<file path="src/rtl/running_mean_variance_assert.svh">
// Assertion macros for the running mean/variance block.
// Used by running_mean_variance.sv; no other dependencies.
`ifndef RUNNING_MEAN_VARIANCE_ASSERT_SVH
`define RUNNING_MEAN_VARIANCE_ASSERT_SVH
`ifndef SYNTHESIS
`define RMV_ASSERT_IMP(label, clk, rst_n, a, c) \
  label: assert property (@(posedge clk) disable iff (!rst_n) (a) |-> (c)) \
    else $error("assertion failed");
`define RMV_ASSERT_NXT(label, clk, rst_n, a, c) \
  label: assert property (@(posedge clk) disable iff (!rst_n) (a) |=> (c)) \
    else $error("assertion failed");
`else
`define RMV_ASSERT_IMP(label, clk, rst_n, a, c)
`define RMV_ASSERT_NXT(label, clk, rst_n, a, c)
`endif
`endif

</file>
<file path="src/rtl/rmv_pkg.sv">
// Package for the running mean/variance block: state codes and fixed widths.
// No dependencies.
`default_nettype none
package rmv_pkg;
  localparam int unsigned SAMPLE_W = 32;
  localparam int unsigned VAR_W    = 48;
  localparam int unsigned SUM_W    = 64;

  localparam logic [1:0] MODE_STORE_ACC = 2'd0;
  localparam logic [1:0] MODE_STORE     = 2'd1;
  localparam logic [1:0] MODE_ACC       = 2'd2;
  // no update, report only
  localparam logic [1:0] MODE_REPORT    = 2'd3;

  typedef enum logic [8:0] {
    ST_IDLE  = 9'b000000001,
    ST_DIV1  = 9'b000000010,
    ST_MUL   = 9'b000000100,
    ST_MUL2  = 9'b000001000,
    ST_STAT  = 9'b000010000,
    ST_DIV2  = 9'b000100000,
    ST_SQRT  = 9'b001000000,
    ST_DONE  = 9'b010000000,
    ST_OUT   = 9'b100000000
  } state_t;
endpackage
`default_nettype wire

</file>
<file path="src/rtl/running_mean_variance.sv">
// Running mean/variance (Welford) top level with one shared shift-subtract unit.
// Depends on rmv_pkg and running_mean_variance_assert.svh.
//
// Usage: in_sample (signed Q16.16) and in_mode enter on a valid/ready
// transaction. Mode 0 stores and accumulates, mode 1 stores only, mode 2
// accumulates the stored value, mode 3 only reports. Each transaction
// yields one result on out_*: stored value, count, mean, sample variance
// (Q32.16) and standard deviation (Q16.16).
// Path to out_valid for an accumulating item: mean division (33 quotient
// bits), product, sum update, setup, variance division (64 quotient bits),
// square root (32 result bits), finish state. Without accumulation it starts
// at setup; with a count below two, setup goes straight to the finish state.
// The divisions and the root share one restoring unit, one bit per cycle.
// in_ready is high only in idle; one item is in flight at a time, so the
// block takes no new item before the last one's result is taken.
// The result sits in an output register; if the receiver stalls the block
// holds it and takes no new item until it is taken.
// Reset (synchronous, rst_n low) clears count, mean, sum and stored value.
`default_nettype none
module running_mean_variance #(
  parameter int unsigned COUNT_BITS = 32
) (
  input  wire logic                          clk,
  input  wire logic                          rst_n,
  input  wire logic                          in_valid,
  output logic                               in_ready,
  input  wire logic signed [rmv_pkg::SAMPLE_W-1:0] in_sample,
  input  wire logic [1:0]                    in_mode,
  output logic                               out_valid,
  input  wire logic                          out_ready,
  output logic signed [rmv_pkg::SAMPLE_W-1:0] out_current_value,
  output logic [31:0]                        out_sample_count,
  output logic signed [rmv_pkg::SAMPLE_W-1:0] out_running_mean,
  output logic [rmv_pkg::VAR_W-1:0]          out_sample_variance,
  output logic [31:0]                        out_std_deviation
);
  import rmv_pkg::*;

  localparam logic [COUNT_BITS-1:0] CNT_MAX = '1;

  state_t state_r, state_nxt;
  logic signed [31:0] last_r, last_nxt;
  logic [COUNT_BITS-1:0] cnt_r, cnt_nxt;
  logic signed [31:0] mean_r, mean_nxt;
  logic [SUM_W-1:0] sum_r, sum_nxt;
  logic mneg_r, mneg_nxt;
  logic [32:0] mag_r, mag_nxt;
  logic [65:0] prod_r, prod_nxt;
  // shared restoring unit: remainder, working value (quotient/dividend), divisor
  logic [64:0] rem_r, rem_nxt;
  logic [63:0] qw_r, qw_nxt;
  logic [63:0] dv_r, dv_nxt;
  logic [6:0]  it_r, it_nxt;
  logic [VAR_W-1:0] var_r, var_nxt;
  logic [31:0] sd_r, sd_nxt;

  // one trial subtract per cycle, used by division and square root
  logic [64:0] trial;
  logic [64:0] sub_a, sub_b;
  logic [65:0] sum_ext;
  logic [32:0] q33;
  logic [32:0] rest;

  assign in_ready = (state_r == ST_IDLE);
  assign sum_ext  = {2'b0, sum_r} + {16'd0, prod_r[65:16]};
  assign q33      = qw_r[32:0];
  assign rest     = mag_r - q33;

  always_comb begin
    sub_a = 65'd0;
    sub_b = 65'd0;
    case (state_r)
      ST_SQRT: begin
        sub_a = {rem_r[62:0], qw_r[63:62]};
        sub_b = {31'd0, sd_r, 2'b01};
      end
      default: begin
        sub_a = {rem_r[63:0], qw_r[63]};
        sub_b = {1'b0, dv_r};
      end
    endcase
    trial = sub_a - sub_b;
  end

  always_comb begin
    state_nxt = state_r;
    last_nxt = last_r; cnt_nxt = cnt_r; mean_nxt = mean_r; sum_nxt = sum_r;
    mneg_nxt = mneg_r; mag_nxt = mag_r; prod_nxt = prod_r;
    rem_nxt = rem_r; qw_nxt = qw_r; dv_nxt = dv_r; it_nxt = it_r;
    var_nxt = var_r; sd_nxt = sd_r;
    case (state_r)
      ST_IDLE: begin
        if (in_valid) begin
          logic signed [31:0] x;
          logic signed [32:0] d;
          x = (in_mode == MODE_STORE_ACC || in_mode == MODE_STORE) ? in_sample : last_r;
          last_nxt = x;
          d = {x[31], x} - {mean_r[31], mean_r};
          mneg_nxt = d[32];
          mag_nxt = d[32] ? 33'(-d) : 33'(d);
          rem_nxt = '0;
          it_nxt = '0;
          if ((in_mode == MODE_STORE_ACC || in_mode == MODE_ACC) && cnt_r != CNT_MAX) begin
            qw_nxt = {d[32] ? 33'(-d) : 33'(d), 31'd0};
            dv_nxt = 64'(cnt_r) + 64'd1;
            state_nxt = ST_DIV1;
          end else begin
            state_nxt = ST_STAT;
          end
        end
      end
      ST_DIV1: begin
        // 33 bits of quotient
        if (!trial[64]) begin
          rem_nxt = trial;
          qw_nxt = {qw_r[62:0], 1'b1};
        end else begin
          rem_nxt = {rem_r[63:0], qw_r[63]};
          qw_nxt = {qw_r[62:0], 1'b0};
        end
        it_nxt = it_r + 7'd1;
        if (it_r == 7'd32) state_nxt = ST_MUL;
      end
      ST_MUL: begin
        prod_nxt = 66'(mag_r) * 66'(rest);
        mean_nxt = mneg_r ? 32'(mean_r - signed'(q33[31:0])) : 32'(mean_r + signed'(q33[31:0]));
        state_nxt = ST_MUL2;
      end
      ST_MUL2: begin
        sum_nxt = sum_ext[64] ? '1 : sum_ext[63:0];
        cnt_nxt = cnt_r + 1'b1;
        state_nxt = ST_STAT;
      end
      ST_STAT: begin
        var_nxt = '0; sd_nxt = '0;
        rem_nxt = '0; it_nxt = '0;
        if (cnt_r >= COUNT_BITS'(2)) begin
          qw_nxt = sum_r;
          dv_nxt = 64'(cnt_r) - 64'd1;
          state_nxt = ST_DIV2;
        end else begin
          state_nxt = ST_DONE;
        end
      end
      ST_DIV2: begin
        if (!trial[64]) begin
          rem_nxt = trial;
          qw_nxt = {qw_r[62:0], 1'b1};
        end else begin
          rem_nxt = {rem_r[63:0], qw_r[63]};
          qw_nxt = {qw_r[62:0], 1'b0};
        end
        it_nxt = it_r + 7'd1;
        if (it_r == 7'd63) begin
          var_nxt = (|qw_nxt[63:48]) ? '1 : qw_nxt[47:0];
          qw_nxt = {((|qw_nxt[63:48]) ? {VAR_W{1'b1}} : qw_nxt[47:0]), 16'd0};
          rem_nxt = '0; it_nxt = '0; sd_nxt = '0;
          state_nxt = ST_SQRT;
        end
      end
      ST_SQRT: begin
        // digit-by-digit root, 2 radicand bits per step
        if (!trial[64]) begin
          rem_nxt = trial;
          sd_nxt = {sd_r[30:0], 1'b1};
        end else begin
          rem_nxt = sub_a;
          sd_nxt = {sd_r[30:0], 1'b0};
        end
        qw_nxt = {qw_r[61:0], 2'b00};
        it_nxt = it_r + 7'd1;
        if (it_r == 7'd31) state_nxt = ST_DONE;
      end
      ST_DONE: state_nxt = ST_OUT;
      ST_OUT: if (out_ready) state_nxt = ST_IDLE;
      default: state_nxt = ST_IDLE;
    endcase
  end

  always_ff @(posedge clk) begin
    if (!rst_n) begin
      state_r <= ST_IDLE;
      last_r <= '0; cnt_r <= '0; mean_r <= '0; sum_r <= '0;
    end else begin
      state_r <= state_nxt;
      last_r <= last_nxt; cnt_r <= cnt_nxt; mean_r <= mean_nxt; sum_r <= sum_nxt;
    end
  end

  always_ff @(posedge clk) begin
    mneg_r <= mneg_nxt; mag_r <= mag_nxt; prod_r <= prod_nxt;
    rem_r <= rem_nxt; qw_r <= qw_nxt; dv_r <= dv_nxt; it_r <= it_nxt;
    var_r <= var_nxt; sd_r <= sd_nxt;
  end

  assign out_valid           = (state_r == ST_OUT);
  assign out_current_value   = last_r;
  assign out_sample_count    = 32'(cnt_r);
  assign out_running_mean    = mean_r;
  assign out_sample_variance = var_r;
  assign out_std_deviation   = sd_r;

  `include "running_mean_variance_assert.svh"
  `RMV_ASSERT_IMP(a_ready_idle, clk, rst_n, in_ready, !out_valid)
  `RMV_ASSERT_NXT(a_hold, clk, rst_n, out_valid && !out_ready, out_valid && $stable(out_sample_variance))
  `RMV_ASSERT_NXT(a_cnt_fixed, clk, rst_n, in_ready && !in_valid, $stable(out_sample_count))
endmodule
`default_nettype wire
</file>
<file path="config.mk">
export PLATFORM = sky130hd
export DESIGN_NAME = running_mean_variance
export DESIGN_NICKNAME = d
export VERILOG_FILES = /design/src/rtl/rmv_pkg.sv /design/src/rtl/running_mean_variance.sv
export VERILOG_INCLUDE_DIRS = /design/src /design/src/rtl
export SDC_FILE = /design/constraint.sdc
export NUM_CORES = 2
export LEC_CHECK = 0
export ABC_CLOCK_PERIOD_IN_PS = 18100
export BUFFER_PORTS_ARGS = -buffer_cell sky130_fd_sc_hd__buf_2
export CORE_MARGIN = 4
export CORE_UTILIZATION = 39
export CTS_CLUSTER_SIZE = 30
export DETAILED_ROUTE_END_ITERATION = 8
export PLACE_DENSITY = 0.54
export SLEW_MARGIN = 20
export SYNTH_ARGS = -nofsm -noshare
export SYNTH_HDL_FRONTEND = slang
export SYNTH_SLANG_ARGS = --single-unit
</file>
<file path="constraint.sdc">
create_clock -name clk -period 18.1 [get_ports clk]
set_input_delay 0 -clock clk [delete_from_list [all_inputs] [get_ports clk]]
set_output_delay 0 -clock clk [all_outputs]
set_load 0.05 [all_outputs]
</file>
==> impl_summary.md <==
Layout
In the layout the commonest cells are sky130_fd_sc_hd__nand2_1 (1359), sky130_fd_sc_hd__inv_1 (1114), sky130_fd_sc_hd__fa_1 (961). Fill cells in the final layout number between 15000 and 20000. The most common cell after layout, fill and taps aside is sky130_fd_sc_hd__nand2_1. The post-layout net count is between 9000 and 10000. The final cell count without fillers is ~10000.

The combined area of the multi-input logic cells is 0.0512 mm2. In the final layout, flip-flops and latches occupy 0.0134 mm2. The area growth from synthesis to layout is 8.02%. The fraction of final layout cells sized beyond drive strength 1 is 0.0703.

STA
In the finished design, the share of the clock period the worst path needs comes to 0.668. The setup TNS is 0 ns. The number of pins with negative max-slew slack in the final report came to 0.

The peak clock frequency supported by timing is between 80 and 90 MHz. The slew of the pin with the lowest slew margin is roughly 1.1 ns. The relative slew slack is 0.240. The shortest period the worst path allows is between 10 and 15 ns. The count of endpoints failing hold in the final timing report is 0.

Setup repair after global routing left no endpoint under its margin. The count of endpoints failing setup in the final report is 0. The worst setup skew after layout is between 0.03 and 0.04 ns.

Placement
The HPWL after detailed placement is approximately 170 mm. The number of placed instances, taps included, is roughly 10000. The congestion estimate from routability-driven global placement came to 0.942. The number of buffers added on ports is 215.

Setup path
The first element of the critical path is mag_r[0]$_DFFE_PP_. STA classifies the critical path startpoint as a register. The maximum fanout along the worst path is 32.

The worst setup path category is reg2reg. Among the stages of the critical path, the cell type that occurs most often is sky130_fd_sc_hd__fa_1. For the worst setup path, the data arrival time is around 12 ns. The slowest stage cell on the critical path is sky130_fd_sc_hd__xnor2_2. The worst setup path is captured at a register. The delay contributed by the slowest stage of the critical path is around 0.74 ns. For the worst setup path, the data required time is about 18 ns. The cell family contributing the most delay on the critical path is adder cells. The setup slack of the worst register-to-register path is between 6 and 7 ns. Counting both buffers and inverters, the worst setup path holds a total of 7. In this run the critical register-to-register path is launched from mag_r[0]$_DFFE_PP_.

Synthesis
By area the synthesized netlist is led by sky130_fd_sc_hd__fa_1 (27%), sky130_fd_sc_hd__edfxtp_1 (14%), sky130_fd_sc_hd__ha_1 (8.5%), sky130_fd_sc_hd__nand2_1 (7.3%), sky130_fd_sc_hd__inv_1 (6.0%). The top cell type by total area after synthesis is sky130_fd_sc_hd__fa_1. Counting distinct cell types in the post-synthesis netlist gives 91. The proportion of synthesized flip-flops having asynchronous set or reset is 0. The synthesized area is between 0.07 and 0.08 mm2. The multiplexer area fraction after synthesis is 0.00626. After synthesis the netlist holds a flip-flop and latch count of between 500 and 600. The count of flip-flops with a built-in enable after synthesis is between 300 and 400. The simple-gate share of the synthesized area is 0.176. Of the total synthesized cell area, the portion taken by full adders, half adders and majority gates is 0.359. Averaged over all synthesized cells, the footprint is ~8.7 um2. Of the total synthesized cell area, the portion taken by XOR and XNOR cells is 0.0443. The dominant register cell in the synthesized netlist is sky130_fd_sc_hd__edfxtp_1. For this run, the register share of the synthesized area comes to 0.191. Synthesis produced a little over 8000 cells. The total number of yosys warnings is 0. The post-synthesis compound-gate area fraction is 0.138.

The number of nets in the synthesized netlist is ~9600. The share of synthesized area in the top cell type comes to 0.274. By area, the combinational part of the netlist is dominated by adder cells.

Floorplan
In this run the core area contains approximately 160 standard-cell rows. The total area inside the core boundary comes to approximately 0.18 mm2. In this run the horizontal extent of the chip is between 400 and 500 um.

The die covers approximately 0.19 mm2. The initial cell density of the core is 0.393. From bottom edge to top edge, the die measures around 430 um. For this design the top-level I/O count stands at 216.

Clock tree
CTS built an H-tree with a depth of 2. The CTS tree is built. TritonCTS created 53 clock buffers. At the later pin of the worst-skew pair, clock insertion delay measures 0.66 ns. After clock tree synthesis, the repair step resized 0 gates.

The clock-pin slew of the registers on the worst-case setup and hold paths is 0.07 ns. The tree built by TritonCTS fans out to about 500 sinks. The count of hold buffers inserted by post-cts repair is 35. The cell sitting at the root of the clock tree is a sky130_fd_sc_hd__clkbuf_16. The worst-case clock buffer depth is 3. In this run the post-CTS setup repair buffer count came out at 0.

Flow run
The number of maximum-capacitance constraint violations is 0.

Detailed routing
The number of design rule violations left after detail routing is 0. The overall routed net length is about 230 mm. Summing over every cut layer, the via total after detailed routing is 57651. The per-cell via count in the routed design is approximately 5.5.

Dividing the detail-routed wire length by the instance count gives around 22 um. The antenna violation net count after detailed routing is 0. The number of design-rule violations left by the first detailed-router iteration is between 5000 and 6000. The first TritonRoute pass finished after 8 iterations.

GRT
The global-route wire length before repair is approximately 350 mm. For this run the aggregate overflow at the end of global routing stands at 0. The number of antenna violations at the first check in global routing is 11. The via count of the first global-routing pass is between 50000 and 60000.

Entering global routing, the biggest net connects roughly 90 pins. In the global route stage, overall resource usage came out at 0.240.

Hold path
The source of the worst hold timing path is rst_n. The class of the most critical hold timing path is in2reg.

Run status
The flow ran to the end, and the final reports show no timing, DRC or antenna violations.
[worst reg2reg max path: cells and delay by family, from the launching register on]
family          cells  cell delay (ns)
flops               1             0.32
buf+inv             7             1.30
compound gates     15             3.99
fa+ha+maj          11             4.50
xor+xnor            2             0.88
simple gates        5             0.89
[registers in the layout (all words and copies together) (netlist names)]
| name | cells |
|---|---|
| out_sample_variance | 48 |
| prod_r | 50 |
| dv_r | 34 |
| mag_r | 33 |
| qw_r | 64 |
| state_r | 9 |
| sum_r | 64 |
| out_std_deviation | 32 |
| out_current_value | 32 |
| it_r | 7 |
| mneg_r | 1 |
| out_running_mean | 32 |
| rem_r | 64 |
| out_sample_count | 32 |
[final cells by class]
| class | instances | area share |
|---|---|---|
| clock buffer | 77 | 0.0212 |
| timing repair buffer | 363 | 0.0303 |
| multi-input combinational | 5986 | 0.675 |
| sequential | 502 | 0.176 |
| antenna | 2 | 0.0000660 |
| inverter | 1117 | 0.0553 |
| tap | 2355 | 0.0389 |
| clock inverter | 21 | 0.00292 |
[cell usage after synthesis, types with 18 or more instances]
library cell	number
sky130_fd_sc_hd__o31ai_1	31
sky130_fd_sc_hd__inv_1	1116
sky130_fd_sc_hd__nand2b_1	40
sky130_fd_sc_hd__o21a_1	45
sky130_fd_sc_hd__o21ai_0	270
sky130_fd_sc_hd__mux2_2	31
sky130_fd_sc_hd__a311o_1	18
sky130_fd_sc_hd__and2_1	337
sky130_fd_sc_hd__nand4_1	59
sky130_fd_sc_hd__xor2_1	137
sky130_fd_sc_hd__dfxtp_1	169
sky130_fd_sc_hd__a211oi_1	29
sky130_fd_sc_hd__nand3_1	118
sky130_fd_sc_hd__a22oi_1	33
sky130_fd_sc_hd__nand2_1	1361
sky130_fd_sc_hd__a31oi_1	76
sky130_fd_sc_hd__a222oi_1	22
sky130_fd_sc_hd__xnor2_1	218
sky130_fd_sc_hd__o221ai_1	18
sky130_fd_sc_hd__or2_2	30
sky130_fd_sc_hd__nor3_1	67
sky130_fd_sc_hd__a221o_1	21
sky130_fd_sc_hd__fa_1	962
sky130_fd_sc_hd__o21bai_1	41
sky130_fd_sc_hd__or3_1	38
sky130_fd_sc_hd__a21o_1	167
sky130_fd_sc_hd__a221oi_1	44
sky130_fd_sc_hd__a311oi_1	25
sky130_fd_sc_hd__clkbuf_1	453
sky130_fd_sc_hd__nor2b_1	130
sky130_fd_sc_hd__a21oi_1	452
sky130_fd_sc_hd__nor2_1	333
sky130_fd_sc_hd__nor4_1	58
sky130_fd_sc_hd__buf_1	19
sky130_fd_sc_hd__and3_1	40
sky130_fd_sc_hd__o211ai_1	52
sky130_fd_sc_hd__ha_1	477
sky130_fd_sc_hd__edfxtp_1	333
[routing by layer]
metal  share of wire  wire length, um  track usage
met3           0.060            13600       0.0264
met4           0.032             7210       0.0683
met1            0.43            97300        0.331
met2            0.48           107000        0.401
met5        0.000058               13            0
[final timing paths]
path / cells past startpoint / end
max: 40 / prod_r[59]$_DFFE_PP_
min: 3 / state_r[0]$_SDFFE_PN1P_
max reg2reg: 40 / prod_r[59]$_DFFE_PP_
min reg2reg: 2 / out_current_value[23]$_SDFFE_PN0P_
[through the flow]
| step | area (um2) | utilization | worst slack (ns) | hold slack [ns] |
|---|---|---|---|---|
| floorplan | 70200 | - | 7.90 | 0.244 |
| global placement | 73600 | 0.412 | 6.36 | 0.382 |
| detailed placement | 73600 | 0.412 | 6.14 | 0.394 |
| CTS | 75800 | 0.424 | 6.10 | 0.0139 |
| global route | 75800 | 0.424 | 5.43 | 0.0785 |
| finish | 75800 | 0.424 | 6.02 | 0.0718 |
[kinds of logic (layout without fill, tap and decap cells)]
kind of cell	count (synthesis)	count (layout)
xor gates and xnor gates	355	355
buffers and inverters	1596	1578
and+or+nand+nor	2667	2667
muxes	40	40
DFF	502	502
other	0	2
adders and majority gates	1439	1439
AOI/OAI and AO/OA	1485	1485
Power is left out: the tool's default activity adds up to more than one toggle a clock period on the data nets, which glitch-free logic cannot reach.
